===== src/rtl/core/msae_pkg.sv =====
`timescale 1ns / 1ps
package msae_pkg;

  // Function codes of the SPECIAL group
  localparam logic [5:0] F_SLL     = 6'h00;
  localparam logic [5:0] F_SRL     = 6'h02;
  localparam logic [5:0] F_SRA     = 6'h03;
  localparam logic [5:0] F_SLLV    = 6'h04;
  localparam logic [5:0] F_SRLV    = 6'h06;
  localparam logic [5:0] F_SRAV    = 6'h07;
  localparam logic [5:0] F_JR      = 6'h08;
  localparam logic [5:0] F_JALR    = 6'h09;
  localparam logic [5:0] F_MOVZ    = 6'h0A;
  localparam logic [5:0] F_MOVN    = 6'h0B;
  localparam logic [5:0] F_SYSCALL = 6'h0C;
  localparam logic [5:0] F_SYNC    = 6'h0F;
  localparam logic [5:0] F_MFHI    = 6'h10;
  localparam logic [5:0] F_MFLO    = 6'h12;
  localparam logic [5:0] F_DSLLV   = 6'h14;
  localparam logic [5:0] F_DSRLV   = 6'h16;
  localparam logic [5:0] F_DSRAV   = 6'h17;
  localparam logic [5:0] F_MULT    = 6'h18;
  localparam logic [5:0] F_MULTU   = 6'h19;
  localparam logic [5:0] F_DIV     = 6'h1A;
  localparam logic [5:0] F_DIVU    = 6'h1B;
  localparam logic [5:0] F_ADD     = 6'h20;
  localparam logic [5:0] F_ADDU    = 6'h21;
  localparam logic [5:0] F_SUB     = 6'h22;
  localparam logic [5:0] F_SUBU    = 6'h23;
  localparam logic [5:0] F_AND     = 6'h24;
  localparam logic [5:0] F_OR      = 6'h25;
  localparam logic [5:0] F_XOR     = 6'h26;
  localparam logic [5:0] F_NOR     = 6'h27;
  localparam logic [5:0] F_MFSA    = 6'h28;
  localparam logic [5:0] F_SLT     = 6'h2A;
  localparam logic [5:0] F_SLTU    = 6'h2B;
  localparam logic [5:0] F_DADD    = 6'h2C;
  localparam logic [5:0] F_DADDU   = 6'h2D;
  localparam logic [5:0] F_DSUB    = 6'h2E;
  localparam logic [5:0] F_DSUBU   = 6'h2F;
  localparam logic [5:0] F_DSLL    = 6'h38;
  localparam logic [5:0] F_DSRL    = 6'h3A;
  localparam logic [5:0] F_DSLL32  = 6'h3C;
  localparam logic [5:0] F_DSRL32  = 6'h3E;
  localparam logic [5:0] F_DSRA32  = 6'h3F;

  // Result status codes
  localparam logic [1:0] ST_OK      = 2'd0;
  localparam logic [1:0] ST_SYSCALL = 2'd1;
  localparam logic [1:0] ST_UNKNOWN = 2'd2;
  localparam logic [1:0] ST_DIVZERO = 2'd3;

  localparam int DivSteps = 32;

  typedef enum logic [2:0] {
    S_IDLE,
    S_MUL,
    S_DIV,
    S_DIVFIX,
    S_DONE
  } state_t;

  // Sequencer to divider control
  typedef struct packed {
    logic start;
    logic is_signed;
  } div_ctl_t;

  function automatic logic [63:0] sext32(input logic [31:0] x);
    return {{32{x[31]}}, x};
  endfunction

endpackage


===== src/rtl/core/msae_div.sv =====
`timescale 1ns / 1ps
// Radix-2 restoring divider: one quotient bit per cycle
module msae_div (
  input  logic                clk,
  input  logic                rst,
  input  msae_pkg::div_ctl_t  ctl,
  input  logic [31:0]         dividend,
  input  logic [31:0]         divisor,
  output logic                busy,
  output logic [31:0]         quotient,
  output logic [31:0]         remainder
);

  logic [31:0] quo;
  logic [31:0] rem;
  logic [31:0] dvs;
  logic [5:0]  count;
  logic        neg_q;
  logic        neg_r;
  logic [32:0] trial;
  logic [31:0] mag_a;
  logic [31:0] mag_b;

  // Operand magnitudes for the signed form
  always_comb begin
    mag_a = (ctl.is_signed && dividend[31]) ? (32'd0 - dividend) : dividend;
    mag_b = (ctl.is_signed && divisor[31]) ? (32'd0 - divisor) : divisor;
    trial = {rem, quo[31]} - {1'b0, dvs};
  end

  always_ff @(posedge clk) begin
    if (rst) begin
      count <= '0;
    end else if (ctl.start) begin
      count <= 6'(msae_pkg::DivSteps);
    end else if (count != 6'd0) begin
      count <= count - 6'd1;
    end
  end

  always_ff @(posedge clk) begin
    if (ctl.start) begin
      quo   <= mag_a;
      dvs   <= mag_b;
      rem   <= '0;
      neg_q <= ctl.is_signed && (dividend[31] ^ divisor[31]);
      neg_r <= ctl.is_signed && dividend[31];
    end else if (count != 6'd0) begin
      if (!trial[32]) begin
        rem <= trial[31:0];
        quo <= {quo[30:0], 1'b1};
      end else begin
        rem <= {rem[30:0], quo[31]};
        quo <= {quo[30:0], 1'b0};
      end
    end
  end

  assign busy      = (count != 6'd0);
  assign quotient  = neg_q ? (32'd0 - quo) : quo;
  assign remainder = neg_r ? (32'd0 - rem) : rem;

endmodule


===== config.mk =====
export PLATFORM = sky130hd
export DESIGN_NAME = msae_div
export DESIGN_NICKNAME = d
export VERILOG_FILES = /design/src/rtl/core/msae_pkg.sv /design/src/rtl/core/msae_div.sv
export SDC_FILE = /design/constraint.sdc
export NUM_CORES = 1
export LEC_CHECK = 0
export ABC_CLOCK_PERIOD_IN_PS = 4100
export BUFFER_PORTS_ARGS = -buffer_cell sky130_fd_sc_hd__buf_2
export CAP_MARGIN = 40
export CORE_MARGIN = 2
export CORE_UTILIZATION = 40
export DETAILED_ROUTE_END_ITERATION = 6
export GPL_ROUTABILITY_DRIVEN = 0
export GPL_TIMING_DRIVEN = 1
export PLACE_DENSITY_LB_ADDON = 0.05
export SETUP_SLACK_MARGIN = 0.05
export SLEW_MARGIN = 10
export SYNTH_ARGS = -nofsm -noshare
export SYNTH_HDL_FRONTEND = slang
export SYNTH_SLANG_ARGS = --single-unit
export TNS_END_PERCENT = 30

===== constraint.sdc =====
create_clock -name clk -period 4.1 [get_ports clk]
set_input_delay 1.23 -clock clk [delete_from_list [all_inputs] [get_ports clk]]
set_output_delay 1.23 -clock clk [all_outputs]
set_load 0.05 [all_outputs]

==> impl_metrics.toml, run 1 <==
[sta]
final-max-slew-violation-count = 0
final_hold_viol_count = 0
timing.fmax_mhz = 230
rsz_0062_raised_after_global_routing = "yes"
fin_crit_sh = 1.06
final.setup.worst_slack_ns = -0.251
slew_headroom = 0.441
final-setup-viol-count = 14
worstMarginPinSlew_ns = 0.831
timing.clock.skew_ns = 0.0113
post-route-min-period_ns = 4.35

[final_layout]
num_antenna_cells = 0
area.growth.synth_to_final_pct = 19.2
finish.cell_count_without_fillers = 1439
num-fill-cells = 2047
final_layout_size_suffix_gt1_frac = 0.227
net_total_in_the_final_layout = 1265
layout.cell_area.non_filler_mm2 = 0.0103
final_cell_mix = "sky130_fd_sc_hd__nor2_1 (125), sky130_fd_sc_hd__buf_2 (109), sky130_fd_sc_hd__xnor2_1 (101)"
mostFrequentLayoutCell = "sky130_fd_sc_hd__nor2_1"

[logic_synthesis]
ys_seq_area_frac = 0.318
share_of_async_settable_or_async_resettable_flops_after_synthesis = 0
ys_warn_count = 0
dominantRegCellSynth = "sky130_fd_sc_hd__edfxtp_1"
synthesized_net_count = 1132
synth_edf_count = 66
synth.ff_latch_count = 104
post_synth_inst_count = 1026
netlist-cell-type-count = 82
post_synth_instance_area_mm2 = 0.00863
syn-mean-instance-area_um2 = 8.41

[clock_network]
tritoncts_clock_tree = "done"
cts.path.max_buffers = 2
clk-insertion-delay-late_ns = 0.36
cts_htree_levels = 3
cts-root-buf = "sky130_fd_sc_hd__clkbuf_16"
clock-sinks = 104
path_clk_slew_ns = 0.07
cts_inserted_buffers = 9

[die]
fp.dieArea_mm2 = 0.0228
placementRows = 53
ioPinCount = 133
die_height_um = 151
placeableCoreArea_mm2 = 0.0211
fp.dieW_um = 151
initial_core_utilization = 0.409

[pwr]
ir_worst_vdd_v = 0.000468
total_power_w = 0.00791
power.leakage_nw = 4.22
pwr_density_cell_mw_per_mm2 = 769

[worst_setup_path]
setup.worst_path.class = "reg2out"
start_kind = "flop"
critical_path.reg2reg.endpoint = "rem[26]"
worst_r2r_startpoint = "quo[31]"
worst-endpoint-arrival_ns = 3.12
required_ns = 2.87
cp_max_fo = 4
worst-r2r-cell-count = 13
endpoint_kind = "primary output"
r2r_slack_ns = 0.51

[worst_hold_path]
worst_min_delay_path_endpoint = "count[1]"
kind_of_path_behind_the_tightest_hold_check = "reg2reg"
min_path_cells = 2
worstHoldStart = "count[1]"

[global_route]
grt_antenna_before_repair = 0
via_count_of_the_first_global_routing_pass = 7057
grt_use_total = 0.203
grt_pass1_wl_um = 36500
grt_start_max_net_pins = 135
grt.overflow.total = 0

[drt]
drcViolationCount = 0
antenna_violating_nets_post_route = 0
detailedRoute.firstPassIterationCount = 5
avgRoutedWirePerCell_um = 16.1
first_iter_violations = 349
routed_wl_um = 23200
detail_route.vias_per_cell = 5.27
routed-via-count = 7584

[status]
outcome = "finished, violations left"
violated_checks = "setup timing"

[placement]
place.detailed.hpwl_um = 17500
placedCellCount = 1412
placed_cell_area_mm2 = 0.00966
port_buffers = 132

[job]
max_cap_violations = 0
[where the power goes]
| part | internal (W) | switching, W |
|---|---|---|
| Combinational | 0.00182 | 0.00342 |
| Sequential | 0.00143 | 0.000379 |
| Clock | 0.000428 | 0.000438 |
| Total | 0.00368 | 0.00423 |
[area by class of cell]
class                      instances  area [um^2]  area share
clock buffer                      10          229      0.0222
clock inverter                     6         61.3     0.00596
inverter                          62          235      0.0228
multi-input combinational        807         5610       0.545
sequential                       104         2740       0.266
tap                              275          344      0.0334
timing repair buffer             175         1070       0.104
[per-stage QoR]
step | utilization | hold WS [ns] | setup WS (ns) | TNS (ns)
finish | 0.488 | 0.521 | -0.251 | -1.67
global route | 0.488 | 0.577 | -0.350 | -4.71
CTS | 0.479 | 0.524 | -0.204 | -1.79
detailed placement | 0.458 | 0.514 | 0.117 | 0
global placement | 0.457 | 0.506 | 0.115 | 0
floorplan | - | 0.487 | 0.143 | 0
[logic make-up (layout without fill, tap and decap cells)]
| group | after synthesis | after routing | share of synthesized area |
|---|---|---|---|
| mux | 5 | 5 | 0.00580 |
| xor+xnor | 145 | 145 | 0.149 |
| compound gates | 265 | 265 | 0.212 |
| flops | 104 | 104 | 0.318 |
| simple gates | 354 | 354 | 0.202 |
| buf+inv | 115 | 253 | 0.0571 |
| fa+ha+maj | 38 | 38 | 0.0559 |
[worst max-delay path by stage]
stage,from,slack [ns],cells after the start,endpoint
2_1_floorplan,quo[4],0.14,8,quotient[26]
3_3_place_gp,quo[4],0.11,9,quotient[28]
3_5_place_dp,quo[4],0.12,9,quotient[28]
4_1_cts,quo[4],-0.20,9,quotient[26]
5_1_grt,quo[4],-0.35,9,quotient[26]
6_report,quo[16],-0.25,7,quotient[26]
[worst max-delay path, cell delays in order (launching register included)]
cell and delay [ns]:
sky130_fd_sc_hd__edfxtp_1 0.50, sky130_fd_sc_hd__or4_1 0.67, sky130_fd_sc_hd__nor4_2 0.26, sky130_fd_sc_hd__nand2b_1 0.19, sky130_fd_sc_hd__or3_4 0.46, sky130_fd_sc_hd__o41ai_4 0.31, sky130_fd_sc_hd__xnor2_1 0.16, sky130_fd_sc_hd__buf_4 0.22
[registers in the layout (all words and copies together) (netlist names)]
signal / cells
dvs: 32
quo: 32
rem: 32
count: 6
neg_q: 1
neg_r: 1
[cell usage after synthesis (4+ instances only)]
cell	n	share of area
sky130_fd_sc_hd__or4_4	5	0.0065
sky130_fd_sc_hd__buf_2	8	0.0046
sky130_fd_sc_hd__a31oi_1	8	0.0058
sky130_fd_sc_hd__mux2i_1	5	0.0058
sky130_fd_sc_hd__nor2_1	128	0.056
sky130_fd_sc_hd__buf_6	5	0.0065
sky130_fd_sc_hd__a21oi_1	94	0.054
sky130_fd_sc_hd__and2_1	4	0.0029
sky130_fd_sc_hd__nor3_1	25	0.014
sky130_fd_sc_hd__nor4_1	11	0.0080
sky130_fd_sc_hd__o21ai_0	39	0.023
sky130_fd_sc_hd__dfxtp_1	38	0.088
sky130_fd_sc_hd__o31ai_1	20	0.017
sky130_fd_sc_hd__o21bai_1	4	0.0035
sky130_fd_sc_hd__nand2_1	96	0.042
sky130_fd_sc_hd__or3_1	6	0.0043
sky130_fd_sc_hd__nand3_1	14	0.0081
sky130_fd_sc_hd__nand2b_1	13	0.0094
sky130_fd_sc_hd__a211oi_1	12	0.010
sky130_fd_sc_hd__nand3b_1	5	0.0043
sky130_fd_sc_hd__xor2_1	42	0.043
sky130_fd_sc_hd__nor2b_1	4	0.0029
sky130_fd_sc_hd__xnor2_1	101	0.10
sky130_fd_sc_hd__edfxtp_1	66	0.23
sky130_fd_sc_hd__or4_1	7	0.0061
sky130_fd_sc_hd__inv_1	61	0.027
sky130_fd_sc_hd__clkbuf_1	32	0.014
sky130_fd_sc_hd__a21boi_0	4	0.0035
sky130_fd_sc_hd__a311oi_1	18	0.018
sky130_fd_sc_hd__a21o_1	13	0.011
sky130_fd_sc_hd__nand4_1	5	0.0036
sky130_fd_sc_hd__o41ai_1	11	0.011
sky130_fd_sc_hd__ha_1	37	0.054
sky130_fd_sc_hd__o21a_1	5	0.0043
[metal layers]
metal	global-route usage	routed length (um)	vias up
met5	0	0	-
met4	0.0346	187	0
met3	0.0352	758	11
met2	0.316	10500	132
met1	0.300	11800	3510
li1	-	-	3931
[timing repair]
item,in CTS,in global routing
resized for setup,20,57
pin swaps,9,14
cloned,0,0
endpoints found under the setup margin,21,29
buffers inserted,6,5
endpoints found under the hold margin,0,0
hold buffers,0,0
Note: power is estimated with default switching activity, not from simulation.
==> run 2: changes to the inputs <==
--- a/config.mk
+++ b/config.mk
@@ -13,7 +13,7 @@
 export DETAILED_ROUTE_END_ITERATION = 6
 export GPL_ROUTABILITY_DRIVEN = 0
 export GPL_TIMING_DRIVEN = 1
-export PLACE_DENSITY_LB_ADDON = 0.05
+export PLACE_DENSITY = 0.58
 export SETUP_SLACK_MARGIN = 0.05
 export SLEW_MARGIN = 10
 export SYNTH_ARGS = -nofsm -noshare
==> run 2 against run 1 <==
Compared with the run above: the run still ends with setup timing left; combinational power is 2% higher; clock skew is 0.0048 ns higher; setup slack better by 0.071 ns; sequential cell count stayed put; first-iteration DRC count is 55% higher; global-route usage is 0.41 points higher; hold slack better by 0.0095 ns; cell count hardly changed; die area stayed put; highest routed layer unchanged; critical path type unchanged; critical path depth is 3 higher.
==> impl_metrics.toml, run 2 (synthesized netlist as in run 1, its figures left out) <==
[status]
outcome = "finished, violations left"
violated_checks = "setup timing"

[die]
ioPinCount = 133
die_height_um = 151
fp.dieArea_mm2 = 0.0228
placementRows = 53
fp.dieW_um = 151
initial_core_utilization = 0.409
placeableCoreArea_mm2 = 0.0211

[sta]
timing.clock.skew_ns = 0.0161
final-setup-viol-count = 13
post-route-min-period_ns = 4.28
final_hold_viol_count = 0
fin_crit_sh = 1.04
timing.fmax_mhz = 234
rsz_0062_raised_after_global_routing = "yes"
slew_headroom = 0.459
final-max-slew-violation-count = 0
worstMarginPinSlew_ns = 0.809
final.setup.worst_slack_ns = -0.181
finalHoldWorstSlack_ns = 0.530

[clock_network]
cts-root-buf = "sky130_fd_sc_hd__clkbuf_16"
ctsHoldBuffers = 0
clk-insertion-delay-late_ns = 0.36
cts.path.max_buffers = 2
tritoncts_clock_tree = "done"
clock-sinks = 104
path_clk_slew_ns = 0.07
cts_htree_levels = 3
cts_inserted_buffers = 9

[drt]
routed-via-count = 7849
first_iter_violations = 541
drcViolationCount = 0
antenna_violating_nets_post_route = 0
routed_wl_um = 23600
avgRoutedWirePerCell_um = 16.4
detailedRoute.firstPassIterationCount = 5
detail_route.vias_per_cell = 5.46

[global_route]
grt_pass1_wl_um = 37200
grt_start_max_net_pins = 61
grt_antenna_before_repair = 0
via_count_of_the_first_global_routing_pass = 7159
grt_use_total = 0.207
grt.overflow.total = 0

[pwr]
total_power_w = 0.00810
ir_worst_vdd_v = 0.000599
power.leakage_nw = 4.23
pwr_density_cell_mw_per_mm2 = 783

[worst_setup_path]
path_buf_inv = 2
worst-endpoint-arrival_ns = 3.05
cp_top_family = "simple AND/OR/NAND/NOR gates"
cp_slowest_cell = "sky130_fd_sc_hd__or3_4"
r2r_slack_ns = 0.52
crit_path_cell_trace = "or3_4 -> nor3_4 -> nand2_2 -> or4_4 -> nand2b_4 -> or3_4 -> buf_4 -> o31ai_4 -> xnor2_1 -> buf_4"
cp_max_fo = 4
setup.worst_path.class = "reg2out"
crit_cells = 10
worst_r2r_startpoint = "quo[31]"
required_ns = 2.87
critPathMaxStageDelay_ns = 0.42
worst-r2r-cell-count = 13
critical_path.reg2reg.endpoint = "rem[10]"
start_kind = "flop"
endpoint_kind = "primary output"

[worst_hold_path]
worstHoldStart = "count[1]"
worst_min_delay_path_endpoint = "count[1]"
kind_of_path_behind_the_tightest_hold_check = "reg2reg"
min_path_cells = 2

[final_layout]
net_total_in_the_final_layout = 1264
area.growth.synth_to_final_pct = 19.8
final_cell_mix = "sky130_fd_sc_hd__nor2_1 (127), sky130_fd_sc_hd__buf_2 (104), sky130_fd_sc_hd__xnor2_1 (97)"
biggestRegsByFlops = "dvs (32), quo (32), rem (32)"
final_util = 0.490
num_antenna_cells = 0
mostFrequentLayoutCell = "sky130_fd_sc_hd__nor2_1"
final_layout_size_suffix_gt1_frac = 0.222

[job]
max_cap_violations = 0

[placement]
place.detailed.hpwl_um = 17900
port_buffers = 132
run 2: power by group:
part / leakage (nW) / internal (W) / switching, W
Combinational: 3.10 / 0.00183 / 0.00349
Clock: 0.158 / 0.000575 / 0.000404
Sequential: 0.966 / 0.00143 / 0.000367
run 2: repair_timing:
action	CTS	global route
gates cloned	0	0
resized for setup	41	28
pin swaps	16	7
setup buffers	8	1
setup endpoints to repair	23	27
run 2: worst min-delay path, cell delays in order (launching register included):
cell                        delay (ns)
sky130_fd_sc_hd__dfxtp_1          0.32
sky130_fd_sc_hd__nor2_1           0.09
sky130_fd_sc_hd__a2111oi_0        0.06
run 2: area by class of cell:
class,count,area (um^2)
well taps,275,344
multi-input cells,807,5560
repair buffers,174,1130
fillers,2085,10700
clock buffers,12,258
clock inverters,4,76.3
inverters,62,233
flip-flops and latches,104,2740
run 2: metrics by stage:
stage          cell area (um^2)  cells  TNS, ns  setup slack, ns
6_report                  10300   1438    -1.19           -0.181
5_1_grt                   10300   1438    -3.22           -0.287
4_1_cts                   10200   1437    -1.45           -0.210
3_5_place_dp               9700   1413        0           0.0947
3_3_place_gp               9650   1411        0            0.107
2_1_floorplan              8630   1026        0            0.143
run 2: routing by layer:
layer	vias to the layer above	global-route usage	wire (um)
met3	23	0.0229	927
met2	172	0.347	11300
met1	3707	0.285	10900
li1	3947	-	-
met4	0	0.0575	384
met5	-	0	0
run 2: worst max path at each step:
stage                      start            to
after global placement    quo[4]  quotient[26]
after detailed placement  quo[4]  quotient[26]
final                     quo[3]  quotient[28]
after CTS                 quo[3]  quotient[26]
after floorplan           quo[4]  quotient[26]
after global routing      quo[3]  quotient[28]
==> run 3: changes to the inputs <==
--- a/config.mk
+++ b/config.mk
@@ -6,7 +6,7 @@
 export NUM_CORES = 1
 export LEC_CHECK = 0
 export ABC_CLOCK_PERIOD_IN_PS = 4100
-export BUFFER_PORTS_ARGS = -buffer_cell sky130_fd_sc_hd__buf_2
+export BUFFER_PORTS_ARGS = -buffer_cell sky130_fd_sc_hd__clkbuf_2
 export CAP_MARGIN = 40
 export CORE_MARGIN = 2
 export CORE_UTILIZATION = 40
==> run 3 against run 2 <==
Compared with the run above: the flow still finishes with violations (setup timing); largest power group unchanged; sequential cell count unchanged; wire length decreased by 0.73%; sequential share of layout area decreased by 0.27 points; register-to-register slack about the same; non-clock buffer count unchanged.
==> impl_metrics.toml, run 3 (synthesized netlist as in run 1, its figures left out) <==
[clock_network]
cts_inserted_buffers = 9
tritoncts_clock_tree = "done"
clock-sinks = 104
path_clk_slew_ns = 0.07
cts-root-buf = "sky130_fd_sc_hd__clkbuf_16"
cts.path.max_buffers = 2
clk-insertion-delay-late_ns = 0.36
ctsHoldBuffers = 0
cts_htree_levels = 3

[final_layout]
net_total_in_the_final_layout = 1264
final_util = 0.495
biggestRegsByFlops = "dvs (32), quo (32), rem (32)"
final_layout_size_suffix_gt1_frac = 0.227
mostFrequentLayoutCell = "sky130_fd_sc_hd__nor2_1"
num_antenna_cells = 0
final_cell_mix = "sky130_fd_sc_hd__nor2_1 (127), sky130_fd_sc_hd__clkbuf_2 (109), sky130_fd_sc_hd__nand2_1 (94)"
num-fill-cells = 2065
area.growth.synth_to_final_pct = 21.0

[pwr]
pwr_density_cell_mw_per_mm2 = 780
total_power_w = 0.00815
power.leakage_nw = 4.28
ir_worst_vdd_v = 0.000684

[drt]
first_iter_violations = 447
avgRoutedWirePerCell_um = 16.3
routed_wl_um = 23400
routed-via-count = 7782
antenna_violating_nets_post_route = 0
detail_route.vias_per_cell = 5.41
drcViolationCount = 0
detailedRoute.firstPassIterationCount = 6

[sta]
timing.clock.skew_ns = 0.0109
final-max-slew-violation-count = 0
final_hold_viol_count = 0
worstMarginPinSlew_ns = 0.833
final-setup-viol-count = 15
final.setup.worst_slack_ns = -0.150
post-route-min-period_ns = 4.25
fin_crit_sh = 1.04
rsz_0062_raised_after_global_routing = "yes"
timing.fmax_mhz = 235
slew_headroom = 0.439
setup-tns-final_ns = -1.15

[status]
outcome = "finished, violations left"
violated_checks = "setup timing"

[global_route]
grt_pass1_wl_um = 37500
grt_antenna_before_repair = 0
via_count_of_the_first_global_routing_pass = 7258
grt.overflow.total = 0
grt_use_total = 0.208
grt_start_max_net_pins = 108

[worst_setup_path]
worst-endpoint-arrival_ns = 3.02
endpoint_kind = "primary output"
cp_max_fo = 3
setup.worst_path.class = "reg2out"
start_kind = "flop"
required_ns = 2.87

[die]
initial_core_utilization = 0.409
fp.dieW_um = 151
ioPinCount = 133
die_height_um = 151
placeableCoreArea_mm2 = 0.0211
placementRows = 53
fp.dieArea_mm2 = 0.0228

[placement]
port_buffers = 132
place.detailed.hpwl_um = 17700

[job]
max_cap_violations = 0

[worst_hold_path]
kind_of_path_behind_the_tightest_hold_check = "reg2reg"
## run 3: final cells by class
class	count	area, um^2	area share
clock buffer	10	229	0.0219
clock inverter	6	36.3	0.00347
inverter	62	235	0.0225
multi-input combinational	807	5650	0.540
sequential	104	2740	0.263
tap	275	344	0.0329
timing repair buffer	174	1210	0.116
## run 3: what timing repair did
item,in CTS,in global routing
resized for setup,45,50
endpoints found under the setup margin,24,29
pin swaps,12,8
buffers inserted,3,2
## run 3: report_power, final
part / switching [W] / total [W] / internal [W]
sequential: 0.000377 / 0.00180 / 0.00143
clock: 0.000408 / 0.000817 / 0.000409
combinational: 0.00356 / 0.00553 / 0.00197
total: 0.00434 / 0.00815 / 0.00380
## run 3: critical path: stages (launching register included)
cell and delay (ns):
sky130_fd_sc_hd__dfxtp_1 0.31, sky130_fd_sc_hd__or4_4 0.56, sky130_fd_sc_hd__nor3_4 0.16, sky130_fd_sc_hd__nand4_1 0.13, sky130_fd_sc_hd__or4_4 0.45, sky130_fd_sc_hd__or2_4 0.26, sky130_fd_sc_hd__inv_4 0.06, sky130_fd_sc_hd__nand2_4 0.08
sky130_fd_sc_hd__o31ai_4 0.30, sky130_fd_sc_hd__xnor2_2 0.16, sky130_fd_sc_hd__buf_8 0.18
## run 3: worst paths after layout
kind	slack [ns]	cells past startpoint	from	to
max	-0.15	10	rem[10]	remainder[29]
min	0.52	2	count[1]	count[1]
max reg2reg	0.52	13	quo[31]	rem[10]
min reg2reg	0.52	2	count[1]	count[1]
## run 3: routing by layer
metal	track usage	up-vias	part of all wire
met5	0	-	0
li1	-	3921	-
met3	0.0322	23	0.043
met4	0.0542	0	0.014
met2	0.343	163	0.48
met1	0.285	3675	0.46
## run 3: metrics by stage
stage / instances / area (um^2) / hold slack [ns] / setup slack [ns]
after floorplan: 1026 / 8630 / 0.487 / 0.143
after global placement: 1414 / 9700 / 0.506 / 0.107
after detailed placement: 1417 / 9760 / 0.515 / 0.0842
after CTS: 1436 / 10300 / 0.525 / -0.162
after global routing: 1438 / 10400 / 0.555 / -0.271
final: 1438 / 10400 / 0.519 / -0.150
